===== config.mk =====
export PLATFORM = sky130hd
export DESIGN_NAME = tsf_queue
export DESIGN_NICKNAME = d
export VERILOG_FILES = /design/src/hdl/tsf_pkg.sv /design/src/hdl/tsf_queue.sv
export SDC_FILE = /design/constraint.sdc
export NUM_CORES = 1
export LEC_CHECK = 0
export ABC_CLOCK_PERIOD_IN_PS = 15700
export BUFFER_PORTS_ARGS = -buffer_cell sky130_fd_sc_hd__buf_4
export CAP_MARGIN = 15
export CORE_UTILIZATION = 50
export CTS_CLUSTER_SIZE = 30
export DETAILED_ROUTE_END_ITERATION = 7
export PLACE_DENSITY = 0.74
export SLEW_MARGIN = 10
export SYNTH_ARGS = -nofsm -noshare
export SYNTH_HDL_FRONTEND = slang
export SYNTH_SLANG_ARGS = --single-unit

===== constraint.sdc =====
create_clock -name i_clk -period 15.7 [get_ports i_clk]
set_input_delay 3.14 -clock i_clk [delete_from_list [all_inputs] [get_ports i_clk]]
set_output_delay 3.14 -clock i_clk [all_outputs]
set_load 0.05 [all_outputs]

===== src/hdl/tsf_pkg.sv =====
// ----------------------------------------------------------------------------
// tsf_pkg
// shared types, constants and helper functions of the tokenizer and stopword filter
// ----------------------------------------------------------------------------
package tsf_pkg;

    localparam int MAX_TERM_BYTES  = 64;
    localparam int STOP_ENTRIES    = 256;
    localparam int STOP_WORD_BYTES = 16;
    localparam int DEFAULT_WORDS   = 174;

    localparam int LEN_W     = 7;
    localparam int TIDX_W    = $clog2(MAX_TERM_BYTES);
    localparam int TBUF_AW   = TIDX_W + 1;
    localparam int WORD_W    = 8 * STOP_WORD_BYTES;
    localparam int SWLEN_W   = $clog2(STOP_WORD_BYTES + 2);
    localparam int ENTRY_W   = $clog2(STOP_ENTRIES);
    localparam int ENTRY_CW  = ENTRY_W + 1;

    typedef enum logic [1:0] {
        ACT_TEXT = 2'd0,
        ACT_EOT  = 2'd1,
        ACT_EDIT = 2'd2,
        ACT_NONE = 2'd3
    } t_action;

    typedef enum logic [1:0] {
        JOB_TOKEN = 2'd0,
        JOB_ADD   = 2'd1,
        JOB_DEL   = 2'd2,
        JOB_EOT   = 2'd3
    } t_job_kind;

    typedef enum logic [2:0] {
        REG_SPLIT = 3'd0,
        REG_FOLD  = 3'd1,
        REG_DROP  = 3'd2,
        REG_MIN   = 3'd3,
        REG_MAX   = 3'd4
    } t_reg_idx;

    typedef struct packed {
        logic             split;
        logic             fold;
        logic             drop;
        logic [LEN_W-1:0] min_len;
        logic [LEN_W-1:0] max_len;
    } t_cfg;

    typedef struct packed {
        t_job_kind         kind;
        logic              eot;
        logic              slot;
        logic [LEN_W-1:0]  len;
        logic [31:0]       start;
        logic [WORD_W-1:0] word;
    } t_job;

    typedef struct packed {
        logic               en;
        logic [TBUF_AW-1:0] addr;
        logic [7:0]         data;
    } t_buf_wr;

    typedef struct packed {
        logic init_done;
        logic rel;
        logic rel_slot;
    } t_back_stat;

    function automatic logic [7:0] lower_byte(input logic [7:0] c);
        return (c >= 8'h41 && c <= 8'h5A) ? c + 8'h20 : c;
    endfunction

    function automatic logic [WORD_W-1:0] lower_word(input logic [WORD_W-1:0] w);
        logic [WORD_W-1:0] r;
        for (int k = 0; k < STOP_WORD_BYTES; k++) begin
            r[8*k +: 8] = lower_byte(w[8*k +: 8]);
        end
        return r;
    endfunction

    function automatic logic is_delim(input logic [7:0] c, input logic split);
        logic ws;
        logic pn;
        ws = (c == 8'h20) || (c >= 8'h09 && c <= 8'h0D);
        pn = (c >= 8'h21 && c <= 8'h2F) || (c >= 8'h3A && c <= 8'h40) ||
             (c >= 8'h5B && c <= 8'h60) || (c >= 8'h7B && c <= 8'h7E);
        return ws || (split && pn);
    endfunction

    // words are right-aligned, first byte highest, zero above
    function automatic logic [SWLEN_W-1:0] default_len(input logic [WORD_W-1:0] w);
        logic [SWLEN_W-1:0] n;
        n = '0;
        for (int k = 0; k < STOP_WORD_BYTES; k++) begin
            if (w[8*k +: 8] != 8'h00) n = SWLEN_W'(k + 1);
        end
        return n;
    endfunction

    function automatic logic [WORD_W-1:0] default_word(input logic [ENTRY_W-1:0] idx);
        logic [WORD_W-1:0] w;
        unique case (idx)
            8'd0: w = "a";          8'd1: w = "about";      8'd2: w = "above";
            8'd3: w = "after";      8'd4: w = "again";      8'd5: w = "against";
            8'd6: w = "all";        8'd7: w = "am";         8'd8: w = "an";
            8'd9: w = "and";        8'd10: w = "any";       8'd11: w = "are";
            8'd12: w = "aren't";    8'd13: w = "as";        8'd14: w = "at";
            8'd15: w = "be";        8'd16: w = "because";   8'd17: w = "been";
            8'd18: w = "before";    8'd19: w = "being";     8'd20: w = "below";
            8'd21: w = "between";   8'd22: w = "both";      8'd23: w = "but";
            8'd24: w = "by";        8'd25: w = "can't";     8'd26: w = "cannot";
            8'd27: w = "could";     8'd28: w = "couldn't";  8'd29: w = "did";
            8'd30: w = "didn't";    8'd31: w = "do";        8'd32: w = "does";
            8'd33: w = "doesn't";   8'd34: w = "doing";     8'd35: w = "don't";
            8'd36: w = "down";      8'd37: w = "during";    8'd38: w = "each";
            8'd39: w = "few";       8'd40: w = "for";       8'd41: w = "from";
            8'd42: w = "further";   8'd43: w = "had";       8'd44: w = "hadn't";
            8'd45: w = "has";       8'd46: w = "hasn't";    8'd47: w = "have";
            8'd48: w = "haven't";   8'd49: w = "having";    8'd50: w = "he";
            8'd51: w = "he'd";      8'd52: w = "he'll";     8'd53: w = "he's";
            8'd54: w = "her";       8'd55: w = "here";      8'd56: w = "here's";
            8'd57: w = "hers";      8'd58: w = "herself";   8'd59: w = "him";
            8'd60: w = "himself";   8'd61: w = "his";       8'd62: w = "how";
            8'd63: w = "how's";     8'd64: w = "i";         8'd65: w = "i'd";
            8'd66: w = "i'll";      8'd67: w = "i'm";       8'd68: w = "i've";
            8'd69: w = "if";        8'd70: w = "in";        8'd71: w = "into";
            8'd72: w = "is";        8'd73: w = "isn't";     8'd74: w = "it";
            8'd75: w = "it's";      8'd76: w = "its";       8'd77: w = "itself";
            8'd78: w = "let's";     8'd79: w = "me";        8'd80: w = "more";
            8'd81: w = "most";      8'd82: w = "mustn't";   8'd83: w = "my";
            8'd84: w = "myself";    8'd85: w = "no";        8'd86: w = "nor";
            8'd87: w = "not";       8'd88: w = "of";        8'd89: w = "off";
            8'd90: w = "on";        8'd91: w = "once";      8'd92: w = "only";
            8'd93: w = "or";        8'd94: w = "other";     8'd95: w = "ought";
            8'd96: w = "our";       8'd97: w = "ours";      8'd98: w = "ourselves";
            8'd99: w = "out";       8'd100: w = "over";     8'd101: w = "own";
            8'd102: w = "same";     8'd103: w = "shan't";   8'd104: w = "she";
            8'd105: w = "she'd";    8'd106: w = "she'll";   8'd107: w = "she's";
            8'd108: w = "should";   8'd109: w = "shouldn't"; 8'd110: w = "so";
            8'd111: w = "some";     8'd112: w = "such";     8'd113: w = "than";
            8'd114: w = "that";     8'd115: w = "that's";   8'd116: w = "the";
            8'd117: w = "their";    8'd118: w = "theirs";   8'd119: w = "them";
            8'd120: w = "themselves"; 8'd121: w = "then";   8'd122: w = "there";
            8'd123: w = "there's";  8'd124: w = "these";    8'd125: w = "they";
            8'd126: w = "they'd";   8'd127: w = "they'll";  8'd128: w = "they're";
            8'd129: w = "they've";  8'd130: w = "this";     8'd131: w = "those";
            8'd132: w = "through";  8'd133: w = "to";       8'd134: w = "too";
            8'd135: w = "under";    8'd136: w = "until";    8'd137: w = "up";
            8'd138: w = "very";     8'd139: w = "was";      8'd140: w = "wasn't";
            8'd141: w = "we";       8'd142: w = "we'd";     8'd143: w = "we'll";
            8'd144: w = "we're";    8'd145: w = "we've";    8'd146: w = "were";
            8'd147: w = "weren't";  8'd148: w = "what";     8'd149: w = "what's";
            8'd150: w = "when";     8'd151: w = "when's";   8'd152: w = "where";
            8'd153: w = "where's";  8'd154: w = "which";    8'd155: w = "while";
            8'd156: w = "who";      8'd157: w = "who's";    8'd158: w = "whom";
            8'd159: w = "why";      8'd160: w = "why's";    8'd161: w = "with";
            8'd162: w = "won't";    8'd163: w = "would";    8'd164: w = "wouldn't";
            8'd165: w = "you";      8'd166: w = "you'd";    8'd167: w = "you'll";
            8'd168: w = "you're";   8'd169: w = "you've";   8'd170: w = "your";
            8'd171: w = "yours";    8'd172: w = "yourself"; 8'd173: w = "yourselves";
            default: w = '0;
        endcase
        return w;
    endfunction

endpackage


===== src/hdl/tsf_queue.sv =====
// ----------------------------------------------------------------------------
// tsf_queue
// two-entry job queue between front and back
// ----------------------------------------------------------------------------
module tsf_queue (
    input  logic          i_clk,
    input  logic          i_rst_n,
    input  logic          i_push,
    input  tsf_pkg::t_job i_job,
    input  logic          i_pop,
    output logic          o_not_full,
    output logic          o_vld,
    output tsf_pkg::t_job o_job
);
    import tsf_pkg::*;

    t_job       r_mem [2];
    logic       r_wptr;
    logic       r_rptr;
    logic [1:0] r_cnt;

    assign o_not_full = (r_cnt != 2'd2);
    assign o_vld      = (r_cnt != 2'd0);
    assign o_job      = r_mem[r_rptr];

    always_ff @(posedge i_clk) begin
        if (i_push) r_mem[r_wptr] <= i_job;
    end

    always_ff @(posedge i_clk) begin
        if (!i_rst_n) begin
            r_wptr <= 1'b0;
            r_rptr <= 1'b0;
            r_cnt  <= '0;
        end else begin
            if (i_push) r_wptr <= ~r_wptr;
            if (i_pop)  r_rptr <= ~r_rptr;
            r_cnt <= r_cnt + 2'(i_push) - 2'(i_pop);
        end
    end

endmodule


=== Yosys cells after proc, flatten, opt, wreduce, memory -nomap -nowiden ===
Memories as Yosys holds them, arrays and structs flattened. A register that Yosys moved wholly into a read port is not among the register bits.
Cells that the tools add are included.

* Logic and storage cells: 14
* Memories kept: 1
* Bits of input ports: 175
* Output and inout port bits: 173
* Flip-flop bits (word level): 4
* Bits in writable memories: 342

{| class="wikitable"
|+ Memories
! name !! words !! width !! read ports !! clocked after memory_dff !! wr ports !! RTL line !! source
|-
| r_mem || 2 || 171 || 1 || 1 || 1 || tsf_queue.sv:17 || <nowiki>t_job r_mem [2];</nowiki>
|}

* Eq/ne operators: 1
* Add/subtract/negate cells: 2
* Bitwise operators: 2
* Reduce and logical (&&, ||, !) cells: 1
* Multiplexer cells: 4

{| class="wikitable"
|+ Operators by type and width
! cell !! number
|-
| 1-bit two-way mux || 4
|-
| 2-bit by 1-bit adder with 2-bit output || 1
|-
| 2-bit != test (second input constant) || 1
|-
| 1-bit inverter || 2
|-
| 2-bit nonzero test || 1
|-
| 2-bit by 1-bit subtractor with 2-bit output || 1
|}

=== Longest topological paths before layout ===
* Depth in word-level cells: 3
* Gate-level depth with buffers: 6
* Depth with buffers taken out: 6

=== Worst setup path after synthesis ===
Ideal clock, no wire load.

* Kind: input-to-reg
* Start point: input port i_push
* End point: memory r_mem[0][0] in the netlist's numbering (enable)
* Path buffers: 0
* Cell stages on the path: 1
* Path slack: 4.420 ns
* Library setup time: 0.724 ns
* Data arrival time: 10.556 ns
* Cells stage by stage: nor2b_1

* Word-level cells in the longest chain between the ends: 2

{| class="wikitable"
|+ RTL lines
! element !! RTL line !! source
|-
| start, declared || tsf_queue.sv:8 || <nowiki>input logic i_push,</nowiki>
|-
| 1-bit two-way mux || tsf_queue.sv:27 || <nowiki>if (i_push) r_mem[r_wptr] <= i_job;</nowiki>
|-
| 1-bit two-way mux (not written as such) || tsf_queue.sv:27 ||
|-
| end, declared || tsf_queue.sv:17 ||
|}

No other way between the ends.

==> flow_metrics.tcl <==
set metrics [dict create \
    crit_arrival_ns 3.09 \
    netlist.area_leader.share 0.7947 \
    grt_antenna_before_repair 0 \
    status "completed" \
    ys_seq_elements 347 \
    cts_resized 0 \
    setup_violations 0 \
    grt_max_degree 164 \
    drv_cap 0 \
    syn_inst 553 \
    drt_iter0_drc 462 \
    crit_top_cell "buf_4" \
    wire_per_inst_um 19.95 \
    core_area_um2 25250 \
    route.detailed.drc 0 \
    cp_slowest_cell "dfxtp_4" \
    grt_pass1_vias 6660 \
    clk_latency_ns 0.50 \
    max_freq_ghz 0.1604 \
    final_util 0.6696 \
    end_kind "output pin" \
    synth_area_um2 12920 \
    power.total_uw 2271 \
    endpoint "o_job[39]" \
    synth_area_leader_cell "edfxtp_1" \
    critical_path_class "reg2out" \
    rows 58 \
    n_antenna_cell 0 \
    ir_worst_vdd_uv 115.6 \
    path_max_fanout 75 \
    avgSynthCellArea_um2 23.37 \
    firstDrtPassIters 4 \
    slew_violations 0 \
    crit_path_start_kind "register" \
    wl_um 25470 \
    hpwl_um 16920 \
    drive_gt1_frac 0.5998 \
    r2r_start "r_wptr$_SDFFE_PN0P_" \
    path_cells "buf_4 -> mux2_2 -> buf_4" \
    viasPerCell 5.014 \
    period_needed_ns 6.233 \
    numCtsBuffers 36 \
    place_congestion 0.7604 \
    r2r-end "r_mem[1][26]$_DFFE_PP_" \
    skew_ns 0.01290 \
    numPortBuffers 347 \
    cts_hold_buffers 0 \
    synth_area_leaders "edfxtp_1 (79%), mux2_4 (10%), mux2_2 (7.1%)" \
    tns_ns 0 \
    start_util 0.5117 \
    post-route-period-util 0.3970 \
    hold_path.class "reg2reg" \
    fp.dieH_um 162.8 \
    cts_tree "yes" \
    grt_pass1_wl_um 36770 \
    crit_required_ns 12.56 \
    clockRootBuffer "clkbuf_16" \
    die_width_um 162.8 \
    grt_use_total 0.1878 \
    clk_pin_slew_ns 0.06 \
    post_cts.repair.setup_buffers 0 \
    hold_viol 0 \
    cts_max_level 2 \
    die-area_um2 26490 \
    syn_nets 730 \
    nets 1101 \
    worst_pin_slew_ns 1.107 \
    ys_seq_area_frac 0.8025 \
    synthDistinctLibCells 15 \
    postRouteAntennaNets 0 \
    gr-total-overflow 0 \
    cts.sinks 347 \
    cellPowerDensity_nw_per_um2 134.3 \
    area_delta_synth_final_pct 30.87 \
    leakagePower_uw 0.006517 \
    cpPeakStageDelay_ns 1.08 \
    rsz0062_at_grt "no" \
    vias 6403 \
    slew_headroom 0.2621 \
    io_pins 348 \
    ff2ff_setup_slack_ns 13.40 \
    clk_path_buf_depth 3 \
    rr_worst_depth 2 \
    yosys_warnings 0 \
]
-- metrics by stage --
stage,hold WS (ns),cells,setup slack (ns),cell area [µm²]
after detailed placement,0.5670,1216,9.974,15840
after floorplan,0.5546,553,4.420,12920
final,0.5859,1277,9.467,16910
after global placement,0.5575,1216,9.982,15840
after CTS,0.5827,1277,9.420,16910
after global routing,0.6351,1277,9.285,16910
-- cells by family (layout without fill, tap and decap cells) --
| kind of cell | Yosys count | count (layout) | synth area share |
|---|---|---|---|
| buffers and inverters | 21 | 415 | 0.01327 |
| and+or+nand+nor | 9 | 9 | 0.004163 |
| AOI/OAI and AO/OA | 1 | 1 | 0.0005812 |
| adders and majority gates | 2 | 2 | 0.001936 |
| xor gates and xnor gates | 2 | 2 | 0.002421 |
| muxes | 171 | 171 | 0.1752 |
| DFF | 347 | 347 | 0.8025 |
-- critical path, delay by kind of cell, from the launching register on --
| family | cells | cell delay (ns) |
|---|---|---|
| DFF | 1 | 1.08 |
| buffers and inverters | 2 | 1.02 |
| muxes | 1 | 0.42 |
-- Yosys cell counts --
master	count
o21a_1	1
nor2b_1	3
dfxtp_1	5
buf_2	8
edfxtp_1	342
buf_6	11
and2_1	4
mux2_2	81
xor2_1	1
nand2_1	1
or2_2	1
mux2_4	90
xnor3_1	1
ha_1	2
inv_1	2
-- cell type report --
cell class                 instances  area (µm²)
multi-input combinational        185        2391
tap                              330       412.9
inverter                           2       7.507
fill                            1722        8343
sequential                       347       10370
timing repair buffer             352        2655
clock buffer                      49       970.9
clock inverter                    12       100.1
-- state kept, by name (all words and copies together), names as in the netlist, named ones only --
name    cells
r_wptr      1
r_mem     342
r_rptr      1
r_cnt       2
-- cell usage in the layout (no fill, tap or decap), types with 2 or more instances in the layout --
| master | n |
|---|---|
| clkinv_2 | 2 |
| dfxtp_1 | 4 |
| clkinv_1 | 8 |
| buf_4 | 351 |
| clkbuf_1 | 12 |
| bufinv_16 | 2 |
| edfxtp_1 | 342 |
| mux2_4 | 90 |
| inv_1 | 2 |
| clkbuf_16 | 37 |
| mux2_2 | 81 |
| ha_1 | 2 |
| and2_1 | 3 |
| nor2b_1 | 2 |
-- power breakdown --
group | total, µW | switching (µW) | internal, µW
Combinational | 401 | 249 | 152
Sequential | 1090 | 20.2 | 1070
Clock | 777 | 314 | 463
Total | 2270 | 584 | 1690
-- routing by layer --
metal / routed length [µm] / share of wire / global-route usage
met5: 0 / 0 / 0
met1: 9247 / 0.36 / 0.2067
met3: 2779 / 0.11 / 0.07538
met4: 575 / 0.023 / 0.06500
met2: 12870 / 0.51 / 0.3275
-- worst min path at each step --
stage	from	to	slack, ns	cells after the start
final	r_rptr$_SDFFE_PN0P_	register	0.59	2
after global routing	r_rptr$_SDFFE_PN0P_	register	0.64	2
after CTS	r_rptr$_SDFFE_PN0P_	register	0.58	2
after detailed placement	r_rptr$_SDFFE_PN0P_	register	0.57	2
after global placement	r_rptr$_SDFFE_PN0P_	register	0.56	2
after floorplan	r_rptr$_SDFFE_PN0P_	register	0.55	2
No activity file was read; power rests on OpenSTA's default activity.
