**src/hdl/tsf_pkg.sv**
```systemverilog
// ----------------------------------------------------------------------------
// tsf_pkg
// shared types, constants and helper functions of the tokenizer and stopword filter
// ----------------------------------------------------------------------------
package tsf_pkg;

    localparam int MAX_TERM_BYTES  = 64;
    localparam int STOP_ENTRIES    = 256;
    localparam int STOP_WORD_BYTES = 16;
    localparam int DEFAULT_WORDS   = 174;

    localparam int LEN_W     = 7;
    localparam int TIDX_W    = $clog2(MAX_TERM_BYTES);
    localparam int TBUF_AW   = TIDX_W + 1;
    localparam int WORD_W    = 8 * STOP_WORD_BYTES;
    localparam int SWLEN_W   = $clog2(STOP_WORD_BYTES + 2);
    localparam int ENTRY_W   = $clog2(STOP_ENTRIES);
    localparam int ENTRY_CW  = ENTRY_W + 1;

    typedef enum logic [1:0] {
        ACT_TEXT = 2'd0,
        ACT_EOT  = 2'd1,
        ACT_EDIT = 2'd2,
        ACT_NONE = 2'd3
    } t_action;

    typedef enum logic [1:0] {
        JOB_TOKEN = 2'd0,
        JOB_ADD   = 2'd1,
        JOB_DEL   = 2'd2,
        JOB_EOT   = 2'd3
    } t_job_kind;

    typedef enum logic [2:0] {
        REG_SPLIT = 3'd0,
        REG_FOLD  = 3'd1,
        REG_DROP  = 3'd2,
        REG_MIN   = 3'd3,
        REG_MAX   = 3'd4
    } t_reg_idx;

    typedef struct packed {
        logic             split;
        logic             fold;
        logic             drop;
        logic [LEN_W-1:0] min_len;
        logic [LEN_W-1:0] max_len;
    } t_cfg;

    typedef struct packed {
        t_job_kind         kind;
        logic              eot;
        logic              slot;
        logic [LEN_W-1:0]  len;
        logic [31:0]       start;
        logic [WORD_W-1:0] word;
    } t_job;

    typedef struct packed {
        logic               en;
        logic [TBUF_AW-1:0] addr;
        logic [7:0]         data;
    } t_buf_wr;

    typedef struct packed {
        logic init_done;
        logic rel;
        logic rel_slot;
    } t_back_stat;

    function automatic logic [7:0] lower_byte(input logic [7:0] c);
        return (c >= 8'h41 && c <= 8'h5A) ? c + 8'h20 : c;
    endfunction

    function automatic logic [WORD_W-1:0] lower_word(input logic [WORD_W-1:0] w);
        logic [WORD_W-1:0] r;
        for (int k = 0; k < STOP_WORD_BYTES; k++) begin
            r[8*k +: 8] = lower_byte(w[8*k +: 8]);
        end
        return r;
    endfunction

    function automatic logic is_delim(input logic [7:0] c, input logic split);
        logic ws;
        logic pn;
        ws = (c == 8'h20) || (c >= 8'h09 && c <= 8'h0D);
        pn = (c >= 8'h21 && c <= 8'h2F) || (c >= 8'h3A && c <= 8'h40) ||
             (c >= 8'h5B && c <= 8'h60) || (c >= 8'h7B && c <= 8'h7E);
        return ws || (split && pn);
    endfunction

    // words are right-aligned, first byte highest, zero above
    function automatic logic [SWLEN_W-1:0] default_len(input logic [WORD_W-1:0] w);
        logic [SWLEN_W-1:0] n;
        n = '0;
        for (int k = 0; k < STOP_WORD_BYTES; k++) begin
            if (w[8*k +: 8] != 8'h00) n = SWLEN_W'(k + 1);
        end
        return n;
    endfunction

    function automatic logic [WORD_W-1:0] default_word(input logic [ENTRY_W-1:0] idx);
        logic [WORD_W-1:0] w;
        unique case (idx)
            8'd0: w = "a";          8'd1: w = "about";      8'd2: w = "above";
            8'd3: w = "after";      8'd4: w = "again";      8'd5: w = "against";
            8'd6: w = "all";        8'd7: w = "am";         8'd8: w = "an";
            8'd9: w = "and";        8'd10: w = "any";       8'd11: w = "are";
            8'd12: w = "aren't";    8'd13: w = "as";        8'd14: w = "at";
            8'd15: w = "be";        8'd16: w = "because";   8'd17: w = "been";
            8'd18: w = "before";    8'd19: w = "being";     8'd20: w = "below";
            8'd21: w = "between";   8'd22: w = "both";      8'd23: w = "but";
            8'd24: w = "by";        8'd25: w = "can't";     8'd26: w = "cannot";
            8'd27: w = "could";     8'd28: w = "couldn't";  8'd29: w = "did";
            8'd30: w = "didn't";    8'd31: w = "do";        8'd32: w = "does";
            8'd33: w = "doesn't";   8'd34: w = "doing";     8'd35: w = "don't";
            8'd36: w = "down";      8'd37: w = "during";    8'd38: w = "each";
            8'd39: w = "few";       8'd40: w = "for";       8'd41: w = "from";
            8'd42: w = "further";   8'd43: w = "had";       8'd44: w = "hadn't";
            8'd45: w = "has";       8'd46: w = "hasn't";    8'd47: w = "have";
            8'd48: w = "haven't";   8'd49: w = "having";    8'd50: w = "he";
            8'd51: w = "he'd";      8'd52: w = "he'll";     8'd53: w = "he's";
            8'd54: w = "her";       8'd55: w = "here";      8'd56: w = "here's";
            8'd57: w = "hers";      8'd58: w = "herself";   8'd59: w = "him";
            8'd60: w = "himself";   8'd61: w = "his";       8'd62: w = "how";
            8'd63: w = "how's";     8'd64: w = "i";         8'd65: w = "i'd";
            8'd66: w = "i'll";      8'd67: w = "i'm";       8'd68: w = "i've";
            8'd69: w = "if";        8'd70: w = "in";        8'd71: w = "into";
            8'd72: w = "is";        8'd73: w = "isn't";     8'd74: w = "it";
            8'd75: w = "it's";      8'd76: w = "its";       8'd77: w = "itself";
            8'd78: w = "let's";     8'd79: w = "me";        8'd80: w = "more";
            8'd81: w = "most";      8'd82: w = "mustn't";   8'd83: w = "my";
            8'd84: w = "myself";    8'd85: w = "no";        8'd86: w = "nor";
            8'd87: w = "not";       8'd88: w = "of";        8'd89: w = "off";
            8'd90: w = "on";        8'd91: w = "once";      8'd92: w = "only";
            8'd93: w = "or";        8'd94: w = "other";     8'd95: w = "ought";
            8'd96: w = "our";       8'd97: w = "ours";      8'd98: w = "ourselves";
            8'd99: w = "out";       8'd100: w = "over";     8'd101: w = "own";
            8'd102: w = "same";     8'd103: w = "shan't";   8'd104: w = "she";
            8'd105: w = "she'd";    8'd106: w = "she'll";   8'd107: w = "she's";
            8'd108: w = "should";   8'd109: w = "shouldn't"; 8'd110: w = "so";
            8'd111: w = "some";     8'd112: w = "such";     8'd113: w = "than";
            8'd114: w = "that";     8'd115: w = "that's";   8'd116: w = "the";
            8'd117: w = "their";    8'd118: w = "theirs";   8'd119: w = "them";
            8'd120: w = "themselves"; 8'd121: w = "then";   8'd122: w = "there";
            8'd123: w = "there's";  8'd124: w = "these";    8'd125: w = "they";
            8'd126: w = "they'd";   8'd127: w = "they'll";  8'd128: w = "they're";
            8'd129: w = "they've";  8'd130: w = "this";     8'd131: w = "those";
            8'd132: w = "through";  8'd133: w = "to";       8'd134: w = "too";
            8'd135: w = "under";    8'd136: w = "until";    8'd137: w = "up";
            8'd138: w = "very";     8'd139: w = "was";      8'd140: w = "wasn't";
            8'd141: w = "we";       8'd142: w = "we'd";     8'd143: w = "we'll";
            8'd144: w = "we're";    8'd145: w = "we've";    8'd146: w = "were";
            8'd147: w = "weren't";  8'd148: w = "what";     8'd149: w = "what's";
            8'd150: w = "when";     8'd151: w = "when's";   8'd152: w = "where";
            8'd153: w = "where's";  8'd154: w = "which";    8'd155: w = "while";
            8'd156: w = "who";      8'd157: w = "who's";    8'd158: w = "whom";
            8'd159: w = "why";      8'd160: w = "why's";    8'd161: w = "with";
            8'd162: w = "won't";    8'd163: w = "would";    8'd164: w = "wouldn't";
            8'd165: w = "you";      8'd166: w = "you'd";    8'd167: w = "you'll";
            8'd168: w = "you're";   8'd169: w = "you've";   8'd170: w = "your";
            8'd171: w = "yours";    8'd172: w = "yourself"; 8'd173: w = "yourselves";
            default: w = '0;
        endcase
        return w;
    endfunction

endpackage

```
**src/hdl/tsf_in_if.sv**
```systemverilog
// ----------------------------------------------------------------------------
// tsf_in_if
// input word channel: text, end-of-text and stopword edit bytes
// ----------------------------------------------------------------------------
interface tsf_in_if;
    logic       valid;
    logic       ready;
    logic [1:0] action;
    logic [7:0] data_byte;
    logic       edit_last;
    logic       edit_remove;

    modport source (output valid, action, data_byte, edit_last, edit_remove, input ready);
    modport sink   (input valid, action, data_byte, edit_last, edit_remove, output ready);
endinterface

```
**src/hdl/tsf_front.sv**
```systemverilog
// ----------------------------------------------------------------------------
// tsf_front
// accepts input words, splits tokens, gathers edits and queues jobs
// ----------------------------------------------------------------------------
module tsf_front (
    input  logic                i_clk,
    input  logic                i_rst_n,
    tsf_in_if.sink              i_item,
    input  tsf_pkg::t_cfg       i_cfg,
    input  tsf_pkg::t_back_stat i_stat,
    input  logic                i_job_rdy,
    output logic                o_job_vld,
    output tsf_pkg::t_job       o_job,
    output tsf_pkg::t_buf_wr    o_buf_wr
);
    import tsf_pkg::*;

    logic                r_in_token;
    logic [LEN_W-1:0]    r_count;
    logic [31:0]         r_start;
    logic [31:0]         r_offset;
    logic [WORD_W-1:0]   r_word;
    logic                r_wslot;
    logic [1:0]          r_busy;
    logic [WORD_W-1:0]   r_pend_word;
    logic [SWLEN_W-1:0]  r_pend_len;

    t_action             act;
    logic                acc;
    logic                delim;
    logic                tok_byte;
    logic                finish;
    logic                pass;
    logic [LEN_W-1:0]    hi;
    logic [LEN_W-1:0]    cnt0;
    logic [WORD_W-1:0]   word0;
    logic [WORD_W-1:0]   pend_base;
    logic [WORD_W-1:0]   pend_new;
    logic [SWLEN_W-1:0]  plen_new;
    logic                commit;

    assign act      = t_action'(i_item.action);
    assign i_item.ready = i_stat.init_done && i_job_rdy && !r_busy[r_wslot];
    assign acc      = i_item.valid && i_item.ready;
    assign delim    = is_delim(i_item.data_byte, i_cfg.split);
    assign tok_byte = acc && (act == ACT_TEXT) && !delim;
    assign finish   = acc && r_in_token && (((act == ACT_TEXT) && delim) || (act == ACT_EOT));
    assign hi       = (i_cfg.max_len > LEN_W'(MAX_TERM_BYTES)) ? LEN_W'(MAX_TERM_BYTES)
                                                               : i_cfg.max_len;
    assign pass     = finish && (r_count != '0) && (r_count >= i_cfg.min_len) &&
                      (r_count <= hi);
    assign cnt0     = r_in_token ? r_count : '0;
    assign word0    = r_in_token ? r_word : '0;

    assign pend_base = (r_pend_len == '0) ? '0 : r_pend_word;
    assign pend_new  = (r_pend_len < SWLEN_W'(STOP_WORD_BYTES)) ?
                       {pend_base[WORD_W-9:0], i_item.data_byte} : pend_base;
    assign plen_new  = r_pend_len + SWLEN_W'(r_pend_len <= SWLEN_W'(STOP_WORD_BYTES));
    assign commit    = acc && (act == ACT_EDIT) && i_item.edit_last;

    assign o_buf_wr.en   = tok_byte && (cnt0 < LEN_W'(MAX_TERM_BYTES));
    assign o_buf_wr.addr = {r_wslot, cnt0[TIDX_W-1:0]};
    assign o_buf_wr.data = i_item.data_byte;

    always_comb begin
        o_job_vld   = 1'b0;
        o_job.kind  = JOB_EOT;
        o_job.eot   = (act == ACT_EOT);
        o_job.slot  = r_wslot;
        o_job.len   = r_count;
        o_job.start = r_start;
        o_job.word  = r_word;
        if (pass) begin
            o_job_vld  = 1'b1;
            o_job.kind = JOB_TOKEN;
        end else if (acc && (act == ACT_EOT)) begin
            o_job_vld  = 1'b1;
            o_job.kind = JOB_EOT;
        end else if (commit && (plen_new <= SWLEN_W'(STOP_WORD_BYTES))) begin
            o_job_vld  = 1'b1;
            o_job.kind = i_item.edit_remove ? JOB_DEL : JOB_ADD;
            o_job.len  = LEN_W'(plen_new);
            o_job.word = pend_new;
        end
    end

    always_ff @(posedge i_clk) begin
        if (!i_rst_n) begin
            r_in_token <= 1'b0;
            r_count    <= '0;
            r_offset   <= '0;
            r_wslot    <= 1'b0;
            r_busy     <= '0;
            r_pend_len <= '0;
        end else begin
            // release of the replayed slot and claim of the filled one may coincide, but never name the same slot
            r_busy <= (r_busy & ~(2'(i_stat.rel) << i_stat.rel_slot)) |
                      (2'(pass) << r_wslot);
            if (tok_byte) begin
                r_in_token <= 1'b1;
                if (!r_in_token) r_start <= r_offset;
                r_count <= cnt0 + LEN_W'(cnt0 <= LEN_W'(MAX_TERM_BYTES));
                r_word  <= (cnt0 < LEN_W'(STOP_WORD_BYTES)) ?
                           {word0[WORD_W-9:0], i_item.data_byte} : word0;
            end
            // an end of text inside a token is a finish too
            if (finish) begin
                r_in_token <= 1'b0;
                r_count    <= '0;
            end
            if (pass) r_wslot <= ~r_wslot;
            if (acc && (act == ACT_TEXT)) r_offset <= r_offset + 32'd1;
            if (acc && (act == ACT_EOT)) r_offset <= '0;
            if (acc && (act == ACT_EDIT)) begin
                r_pend_word <= pend_new;
                r_pend_len  <= commit ? '0 : plen_new;
            end
        end
    end

endmodule

```
**src/flat_wrapper.sv**
```systemverilog
// flat-port wrapper written by rule: the top's interface ports become plain ports
module tsf_front_flat import tsf_pkg::*;
  (i_clk, i_rst_n, i_cfg, i_stat, i_job_rdy, o_job_vld, o_job, o_buf_wr, i_item_valid, i_item_action, i_item_data_byte, i_item_edit_last, i_item_edit_remove, i_item_ready);
  tsf_in_if i_item_i ();
  input  logic i_clk;
  input  logic i_rst_n;
  input  tsf_pkg::t_cfg i_cfg;
  input  tsf_pkg::t_back_stat i_stat;
  input  logic i_job_rdy;
  output logic o_job_vld;
  output tsf_pkg::t_job o_job;
  output tsf_pkg::t_buf_wr o_buf_wr;
  input wire logic [$bits(i_item_i.valid)-1:0] i_item_valid;
  input wire logic [$bits(i_item_i.action)-1:0] i_item_action;
  input wire logic [$bits(i_item_i.data_byte)-1:0] i_item_data_byte;
  input wire logic [$bits(i_item_i.edit_last)-1:0] i_item_edit_last;
  input wire logic [$bits(i_item_i.edit_remove)-1:0] i_item_edit_remove;
  output wire logic [$bits(i_item_i.ready)-1:0] i_item_ready;
  assign i_item_i.valid = i_item_valid;
  assign i_item_i.action = i_item_action;
  assign i_item_i.data_byte = i_item_data_byte;
  assign i_item_i.edit_last = i_item_edit_last;
  assign i_item_i.edit_remove = i_item_edit_remove;
  assign i_item_ready = i_item_i.ready;
  tsf_front u_core (.i_clk(i_clk), .i_rst_n(i_rst_n), .i_item(i_item_i), .i_cfg(i_cfg), .i_stat(i_stat), .i_job_rdy(i_job_rdy), .o_job_vld(o_job_vld), .o_job(o_job), .o_buf_wr(o_buf_wr));
endmodule
```
**config.mk**
```make
export PLATFORM = sky130hd
export DESIGN_NAME = tsf_front_flat
export DESIGN_NICKNAME = d
export VERILOG_FILES = /design/src/hdl/tsf_pkg.sv /design/src/hdl/tsf_in_if.sv /design/src/hdl/tsf_front.sv /design/src/flat_wrapper.sv
export SDC_FILE = /design/constraint.sdc
export NUM_CORES = 1
export LEC_CHECK = 0
export BUFFER_PORTS_ARGS = -buffer_cell sky130_fd_sc_hd__buf_2
export CAP_MARGIN = 20
export CORE_ASPECT_RATIO = 0.6
export CORE_MARGIN = 5
export CORE_UTILIZATION = 54
export CTS_BUF_LIST = sky130_fd_sc_hd__clkbuf_8
export DETAILED_ROUTE_END_ITERATION = 6
export PLACE_DENSITY_LB_ADDON = 0.12
export SYNTH_ARGS = -nofsm -noshare
export SYNTH_HDL_FRONTEND = slang
export SYNTH_SLANG_ARGS = --single-unit
```
**constraint.sdc**
```tcl
create_clock -name i_clk -period 9.7 [get_ports i_clk]
set_input_delay 2.91 -clock i_clk [delete_from_list [all_inputs] [get_ports i_clk]]
set_output_delay 2.91 -clock i_clk [all_outputs]
set_load 0.005 [all_outputs]
```
; Word level (Yosys, flattened, before mapping)
; Cells that the tools add are included.
[classes]
addsub = 3
n_lt_le_gt_ge = 20
eq_ne = 4
shifts = 2
n_mux = 22
bitwise = 6
reduce_logical = 39
[op_table]
columns = operator, count
row1 = two-way mux 128 bit, 7
row2 = two-way mux 7 bit, 5
row3 = "adder 32 x 1 -> 32 bit, second input constant", 1
row4 = "<= comparator 8 x 7 -> 1 bit, second input constant", 3
row5 = logical AND 1 bit, 22
row6 = ">= comparator 8 x 6 -> 1 bit, second input constant", 2
row7 = ">= comparator 8 x 7 -> 1 bit, second input constant", 2
row8 = "<= comparator 5 bit, second input constant", 2
row9 = "equality test 8 x 6 -> 1 bit, second input constant", 1
row10 = ">= comparator 8 x 4 -> 1 bit, second input constant", 1
row11 = "<= comparator 8 x 4 -> 1 bit, second input constant", 1
row12 = "<= comparator 8 x 6 -> 1 bit, second input constant", 1
row13 = two-way mux 2 bit, 4
row14 = adder 7 x 1 -> 7 bit, 1
row15 = >= comparator 7 bit, 1
row16 = "greater-than comparator 7 bit, second input constant", 1
row17 = <= comparator 7 bit, 1
row18 = "<= comparator 7 bit, second input constant", 1
row19 = "< comparator 7 x 5 -> 1 bit, second input constant", 1
row20 = "< comparator 7 bit, second input constant", 1
row21 = nonzero test 7 bit, 1
row22 = logical OR 1 bit, 6
row23 = AND reduction 3 bit, 2
row24 = adder 5 x 1 -> 5 bit, 1
row25 = 17 further kinds, 27
[totals]
regBits = 336
inputBits = 36
output_inout_bits = 189
elab_cells = 106

; Depth between registers and ports, before layout
; Gate-level depths: netlist of the first run.
[depth]
depth_word = 15
mapped_depth = 14

; Worst setup path after synthesis of the first run
; Ideal clock, no wire load.
[synth_path]
path_kind = in2reg
start = input i_item_action[0]
end = register u_core.r_pend_word[0] (enable)
t_arrival_ps = 8878
path_slack_ps = 205
path_stages = 5
path_buffers = 2
cell_sequence = clkbuf_1 nor2b_1 nand3_1 clkbuf_1 nor2_1
[synth_between]
elab_chain_len = 3
[synth_rtl]
columns = element, line
row1 = start: declaration, flat_wrapper.sv:14  ; input wire logic [$bits(i_item_i.action)-1:0] i_item_action;
row2 = equality test 2 bit, tsf_front.sv:114  ; if (acc && (act == ACT_EDIT)) begin
row3 = logical AND 1 bit, tsf_front.sv:114
row4 = AND reduction 2 bit (no line), -
row5 = end signal: assignment, tsf_front.sv:115  ; r_pend_word <= pend_new;
row6 = end: declaration, tsf_front.sv:25  ; logic [WORD_W-1:0] r_pend_word;
; Every way passes these cells.
; A chain may end at the register's enable or synchronous reset.

==> impl_metrics.csv, run 1 <==
group,metric,value,unit
yosys,yosysUniqueCellTypes,69,
critical_path,arrival,5530,ps
sta,timing.clock.skew,18.1,ps
global_routing,antenna_violations_before_repair,0,
die,die-width,236,um
die,floorplan.initialDensity,0.549,
routing,vias_per_cell,5.85,
pwr,vdd.ir_drop.worst,111,uV
routing,routed-wl-met2,19.3,mm
cells_and_area,layout.cells.most_common_list,"sky130_fd_sc_hd__edfxtp_1, sky130_fd_sc_hd__nand2_1, sky130_fd_sc_hd__buf_2",
yosys,synth_edf_count,288,
global_routing,globalRoute.totalOverflow,0,
sta,drv_slew,0,
sta,hold-worst-slack,467,ps
sta,period_share,0.871,
cts,cts_buffers,50,
cts,postCtsResizedCells,0,
cts,clk-insertion-delay-late,580,ps
cells_and_area,layoutNonFillerInstCount,2003,
routing,vias,11700,
routing,met1_length,20.0,mm
cells_and_area,fillerInstances,2460,
sta,grt_setup_unrepaired,"false",
yosys,syn_area,16500,sq um
routing,drt-initial-drc-count,926,
yosys,leading_post_synthesis_cells_by_cell_area,"sky130_fd_sc_hd__edfxtp_1, sky130_fd_sc_hd__mux2_1, sky130_fd_sc_hd__a22o_1",
critical_path,path_type_of_the_worst_setup_path,"input pin to primary output",
sta,fin_crit,8440,ps
sta,fmax,0.118,GHz
placed_design,numPlacedInstances,1911,
cells_and_area,layout.cells.most_common,"sky130_fd_sc_hd__edfxtp_1",
critical_path,path_max_fanout,56,
yosys,syn-instance-count,1369,
cells_and_area,insertedDiodeCount,0,
placed_design,detailedPlacementHpwl,26.2,mm
sta,timing_worst_slew_pin_value,1050,ps
yosys,synth_fp_nets,1423,
die,core_region_area,30000,sq um
pwr,total_power,2710,uW
cells_and_area,layout-area-overhead-vs-synth,13.8,%
global_routing,via_count_of_the_first_global_routing_pass,11500,
yosys,synth_ff_type,"sky130_fd_sc_hd__edfxtp_1",
die,die_area,34300,sq um
global_routing,grtUsageTotal,0.235,
placed_design,place.gp.congestion,0.821,
routing,top_layer,"met4",
routing,met3RoutedLength,2.10,mm
routing,drt_first_pass_iters,5,
hold_path,worst_hold_path_type,"flop to flop",
yosys,avg_cell_area_syn,12.1,sq um
routing,ant_nets,0,
yosys,synthDominantAreaCellType,"sky130_fd_sc_hd__edfxtp_1",
cts,cts_post_setup_buffers_inserted,0,
routing,drt-wirelength-per-cell,20.9,um
sta,max-slew-margin-rel,0.299,
critical_path,endpoint_kind,"primary output",
critical_path,required,6790,ps
global_routing,first_pass_grt_wire_length,65.9,mm
cts,cts.sink_count,336,
cts,cts-root-buf,"sky130_fd_sc_hd__clkbuf_8",
cells_and_area,fin_nets,1609,
yosys,synth_async_sr_flop_share,0,
cts,worst_setup_hold_path_clk_slew,60,ps
critical_path,cp-start-kind,"input pin",
flow_run,maxCapViolCount,0,
cts,clock_tree_from_tritoncts,"done",
placed_design,portBuffers,222,
cells_and_area,drive_above_1_share,0.220,
cts,cts.hold.buffers_added,0,
yosys,yosysWarnings,0,
cts,htree_num_levels,2,
die,die-height,145,um
die,ioPinCount,225,
yosys,synth.ff_latch_count,336,
sta,hold_viol,0,
sta,timing.final.setup_violations,0,
yosys,synth.top_cell.area_share,0.524,
routing,wl,41.9,mm
yosys,synth_seq_area_share,0.582,
die,floorplan.rows,49,
outcome,run_status,"finished, final reports clean",
sta,setup-tns-final,0,ps
cts,cts_max_path_buffers,3,
global_routing,grt_start_max_net_pins,129,
pwr,power.static_leakage,0.00718,uW
pwr,powerDensity,145,nW/um^2
routing,drcViolationCount,0,
## worst max-delay path, cell delays in order
cell and delay (ps):
sky130_fd_sc_hd__buf_2 80, sky130_fd_sc_hd__nand2_1 100, sky130_fd_sc_hd__nor2_1 190, sky130_fd_sc_hd__nand3_1 390
sky130_fd_sc_hd__or3b_4 860, sky130_fd_sc_hd__buf_12 340, sky130_fd_sc_hd__mux2_1 430, sky130_fd_sc_hd__buf_2 170
## flip-flops by register name (all words and copies together), names as in the netlist
signal              cells
u_core.r_count          7
u_core.r_pend_len       5
u_core.r_pend_word    128
u_core.r_word         128
u_core.r_busy           2
u_core.r_offset        32
u_core.r_in_token       1
u_core.r_start         32
u_core.r_wslot          1
## per-stage QoR
stage	cell area (sq um)	setup WS (ps)	utilization
6_report	18800	1260	0.625
5_1_grt	18800	1130	0.625
4_1_cts	18800	1270	0.625
3_5_place_dp	17900	1290	0.594
3_3_place_gp	17900	1300	0.594
2_1_floorplan	16500	205	-
## layer usage
| metal | global-route usage | vias up |
|---|---|---|
| met5 | 0 | - |
| met1 | 0.357 | 5923 |
| met2 | 0.360 | 298 |
| met3 | 0.0381 | 40 |
| li1 | - | 5456 |
| met4 | 0.0473 | 0 |
## path summary, 6_finish.rpt
path	startpoint	to	slack (ps)	cells past startpoint
worst max-delay path	i_stat[2]	o_job[40]	1260	8
worst min-delay path	u_core.r_busy[1]	u_core.r_busy[1]	470	2
worst max register to register	u_core.r_wslot	u_core.r_word[45]	5880	7
worst min register to register	u_core.r_busy[1]	u_core.r_busy[1]	470	2
## final cells by class
type,instances,area (sq um),area share
Clock buffer,56,771,0.0411
Clock inverter,36,154,0.00820
Inverter,22,82.6,0.00440
Multi-Input combinational cell,908,6380,0.340
Sequential cell,336,9620,0.512
Tap cell,408,510,0.0272
Timing Repair Buffer,237,1260,0.0672
## report_power, final
part	internal (uW)	switching (uW)
Clock	529	548
Sequential	1560	6.16
Combinational	30.2	43.2
Total	2120	597
## Yosys cell counts, types with 13 or more instances
| master | n |
|---|---|
| sky130_fd_sc_hd__dfxtp_1 | 48 |
| sky130_fd_sc_hd__nor2_1 | 46 |
| sky130_fd_sc_hd__nand3_1 | 17 |
| sky130_fd_sc_hd__inv_1 | 20 |
| sky130_fd_sc_hd__ha_1 | 18 |
| sky130_fd_sc_hd__clkbuf_1 | 70 |
| sky130_fd_sc_hd__buf_2 | 17 |
| sky130_fd_sc_hd__edfxtp_1 | 288 |
| sky130_fd_sc_hd__xnor2_1 | 13 |
| sky130_fd_sc_hd__a22o_1 | 120 |
| sky130_fd_sc_hd__nand2_1 | 264 |
| sky130_fd_sc_hd__a21boi_0 | 113 |
| sky130_fd_sc_hd__o21ai_0 | 16 |
| sky130_fd_sc_hd__a21oi_1 | 22 |
| sky130_fd_sc_hd__mux2_2 | 26 |
| sky130_fd_sc_hd__and3_1 | 14 |
| sky130_fd_sc_hd__mux2_1 | 120 |
## kinds of logic after synthesis
group           count (synthesis)  share of synthesized area
simple gates                  412                      0.113
flops                         336                      0.582
compound gates                304                      0.143
mux                           151                      0.103
buf+inv                       125                     0.0329
xor+xnor                       23                     0.0122
fa+ha+maj                      18                     0.0137
No activity file was read; power rests on OpenSTA's default activity.
==> inputs of run 2 (changes only) <==
--- a/config.mk
+++ b/config.mk
@@ -5,6 +5,7 @@
 export SDC_FILE = /design/constraint.sdc
 export NUM_CORES = 1
 export LEC_CHECK = 0
+export ABC_AREA = 1
 export BUFFER_PORTS_ARGS = -buffer_cell sky130_fd_sc_hd__buf_2
 export CAP_MARGIN = 20
 export CORE_ASPECT_RATIO = 0.6
==> run 2 against run 1 <==
Maximum frequency increased by 1.1%; sequential power about the same; setup slack improved by 93 ps; synthesized cell count increased by 55%; register-to-register slack improved by 520 ps; total power increased by 4.8%; utilization decreased by 0.33 points; cell area increased by 3.8%.
==> impl_metrics.csv, run 2 <==
group,metric,value,unit
outcome,run_status,"finished, final reports clean",
hold_path,beginning_of_the_worst_hold_path,"u_core.r_offset[31]",
critical_path,timing.rr.start,"u_core.r_wslot",
cts,worst_setup_hold_path_clk_slew,70,ps
yosys,syn_area,17300,sq um
sta,timing.clock.skew,37.9,ps
yosys,synth_fp_nets,2174,
routing,vias_per_cell,5.39,
sta,max-slew-margin-rel,0.281,
cells_and_area,insertedDiodeCount,0,
global_routing,grt_start_max_net_pins,121,
die,floorplan.rows,50,
cells_and_area,fin_nets,2338,
cts,cts_max_path_buffers,3,
critical_path,rr_endpoint,"u_core.r_word[113]",
placed_design,detailedPlacementHpwl,29.8,mm
yosys,yosysUniqueCellTypes,35,
yosys,synth_ff_type,"sky130_fd_sc_hd__edfxtp_1",
yosys,synth_seq_area_share,0.556,
sta,hold_viol,0,
yosys,avg_cell_area_syn,8.15,sq um
critical_path,arrival,5440,ps
cts,cts.sink_count,336,
flow_run,maxCapViolCount,0,
die,core_region_area,31300,sq um
placed_design,pre_cts_ws,1380,ps
cts,cts_buffers,52,
sta,timing.final.setup_violations,0,
pwr,powerDensity,146,nW/um^2
critical_path,critPathSlowestCell,"sky130_fd_sc_hd__buf_4",
pwr,power.static_leakage,0.00840,uW
hold_path,min_to,"u_core.r_start[31]",
hold_path,min_delay_path_depth,0,
sta,drv_slew,0,
critical_path,register_to_register_setup_slack,6400,ps
cts,clk-insertion-delay-late,610,ps
routing,vias,14800,
hold_path,worst_hold_path_type,"flop to flop",
yosys,synth.ff_latch_count,336,
placed_design,place.gp.congestion,0.892,
cells_and_area,layout.cells.most_common_list,"sky130_fd_sc_hd__nand2_1, sky130_fd_sc_hd__edfxtp_1, sky130_fd_sc_hd__buf_2",
yosys,synth_edf_count,288,
cts,postCtsResizedCells,0,
sta,fmax,0.120,GHz
placed_design,post_dp_cell_area,18500,sq um
yosys,leading_post_synthesis_cells_by_cell_area,"sky130_fd_sc_hd__edfxtp_1, sky130_fd_sc_hd__nand2_1, sky130_fd_sc_hd__o21ai_0",
sta,period_share,0.861,
yosys,most_common_library_cells_after_synthesis,"sky130_fd_sc_hd__nand2_1, sky130_fd_sc_hd__edfxtp_1, sky130_fd_sc_hd__o21ai_0",
critical_path,required,6790,ps
yosys,syn-instance-count,2120,
critical_path,timing.reg2reg.worst_path_depth,8,
cts,cts.hold.buffers_added,0,
die,floorplan.initialDensity,0.551,
cts,cts_post_setup_buffers_inserted,0,
yosys,synthDominantAreaCellType,"sky130_fd_sc_hd__edfxtp_1",
yosys,yosysWarnings,0,
cells_and_area,layout-area-overhead-vs-synth,12.8,%
cells_and_area,drive_above_1_share,0.139,
cells_and_area,largestRegisters,"u_core.r_pend_word x128, u_core.r_word x128",
yosys,combinational_family_with_the_most_area_after_synthesis,"simple AND/OR/NAND/NOR gates",
sta,grt_setup_unrepaired,"false",
cells_and_area,layout.cells.most_common,"sky130_fd_sc_hd__nand2_1",
yosys,synth-simple-area-share,0.256,
yosys,synth_async_sr_flop_share,0,
critical_path,crit_chain,"buf_2 > nand3_1 > nor3b_2 > nand3_2 > nor2_1 > nand2_4 > buf_4 > nand2_1 > nand2_1 > buf_2",
yosys,yosys.area_share.xor_xnor,0.00913,
die,die-height,149,um
die,die-width,241,um
global_routing,first_pass_grt_wire_length,74.2,mm
yosys,synthMuxAreaShare,0,
cts,cts-root-buf,"sky130_fd_sc_hd__clkbuf_8",
yosys,post-synth-top-count-cell,"sky130_fd_sc_hd__nand2_1",
sta,timing_worst_slew_pin_value,1080,ps
sta,hold-worst-slack,455,ps
sta,setup-tns-final,0,ps
yosys,synth.top_cell.area_share,0.501,
critical_path,cp.buffers_inverters,3,
pwr,vdd.ir_drop.worst,86.8,uV
routing,drt_first_pass_iters,6,
critical_path,critical_path_s_largest_stage_delay,910,ps
placed_design,portBuffers,222,
yosys,post_synthesis_share_of_cell_area_spent_on_full_adders_half_adders_and_majority_gates,0.0130,
routing,drt-wirelength-per-cell,17.2,um
routing,wl,47.0,mm
global_routing,antenna_violations_before_repair,0,
critical_path,path_type_of_the_worst_setup_path,"input pin to primary output",
routing,drcViolationCount,0,
critical_path,endpoint_kind,"primary output",
die,ioPinCount,225,
yosys,synth-compound-area-share,0.101,
critical_path,cp_top_family,"simple AND/OR/NAND/NOR gates",
critical_path,cp-start-kind,"input pin",
critical_path,path_max_fanout,93,
sta,timing.final.ws_setup,1350,ps
routing,drt-initial-drc-count,1452,
global_routing,grtUsageTotal,0.255,
global_routing,via_count_of_the_first_global_routing_pass,13900,
cts,clock_tree_from_tritoncts,"done",
global_routing,globalRoute.totalOverflow,0,
routing,ant_nets,0,
die,die_area,35800,sq um
sta,fin_crit,8350,ps
cts,htree_num_levels,2,
cells_and_area,post_route_cell_area,19500,sq um
[run 2: cell types whose count changed after synthesis, moves of 12 or more]
cell	change
sky130_fd_sc_hd__nand2_1	+676
sky130_fd_sc_hd__o21ai_0	+183
sky130_fd_sc_hd__inv_1	+121
sky130_fd_sc_hd__a22o_1	-120
sky130_fd_sc_hd__mux2_1	-120
sky130_fd_sc_hd__a21boi_0	-111
sky130_fd_sc_hd__a21oi_1	+86
sky130_fd_sc_hd__nor2_1	+76
sky130_fd_sc_hd__mux2_2	-26
sky130_fd_sc_hd__nand3_1	+15
sky130_fd_sc_hd__and3_1	-13
sky130_fd_sc_hd__nor3_1	+12
sky130_fd_sc_hd__xnor2_1	-12
[run 2: routing by layer]
| layer | track usage | vias to the layer above | wire (um) |
|---|---|---|---|
| li1 | - | 7244 | - |
| met1 | 0.390 | 6933 | 21700 |
| met2 | 0.390 | 539 | 20800 |
| met3 | 0.0445 | 50 | 3960 |
| met4 | 0.0445 | 0 | 552 |
| met5 | 0 | - | 0 |
[run 2: kinds of logic after synthesis]
logic type	count (synthesis)
AOI/OAI and AO/OA	337
xor gates and xnor gates	18
adders and majority gates	18
buffers and inverters	272
DFF	336
and+or+nand+nor	1139
[run 2: worst max-delay path by stage]
stage / end / cells after the start / start
finish: o_job[111] / 10 / i_job_rdy
global route: o_job[109] / 10 / i_job_rdy
CTS: o_job[34] / 10 / i_job_rdy
detailed placement: o_job[34] / 10 / i_job_rdy
global placement: o_job[34] / 9 / i_item_valid
floorplan: u_core.r_word[0] / 8 / i_stat[2]
[run 2: through the flow]
stage	util	cells	total power [uW]
2_1_floorplan	-	2120	1690
3_3_place_gp	0.591	2646	1730
3_5_place_dp	0.591	2646	1730
4_1_cts	0.622	2738	2870
5_1_grt	0.622	2738	2960
6_report	0.622	2738	2840
[run 2: area by class of cell]
class	instances	area, sq um
Inverter	144	546
Clock inverter	38	215
Clock buffer	54	743
Sequential cell	336	9620
Fill cell	2901	11900
Multi-Input combinational cell	1512	6590
Timing Repair Buffer	238	1260
Tap cell	416	520
[run 2: power breakdown]
group	switching [uW]	total, uW	internal (uW)
registers	7.53	1570	1570
logic	90.7	129	38.5
clock network	572	1140	569
total	671	2840	2170
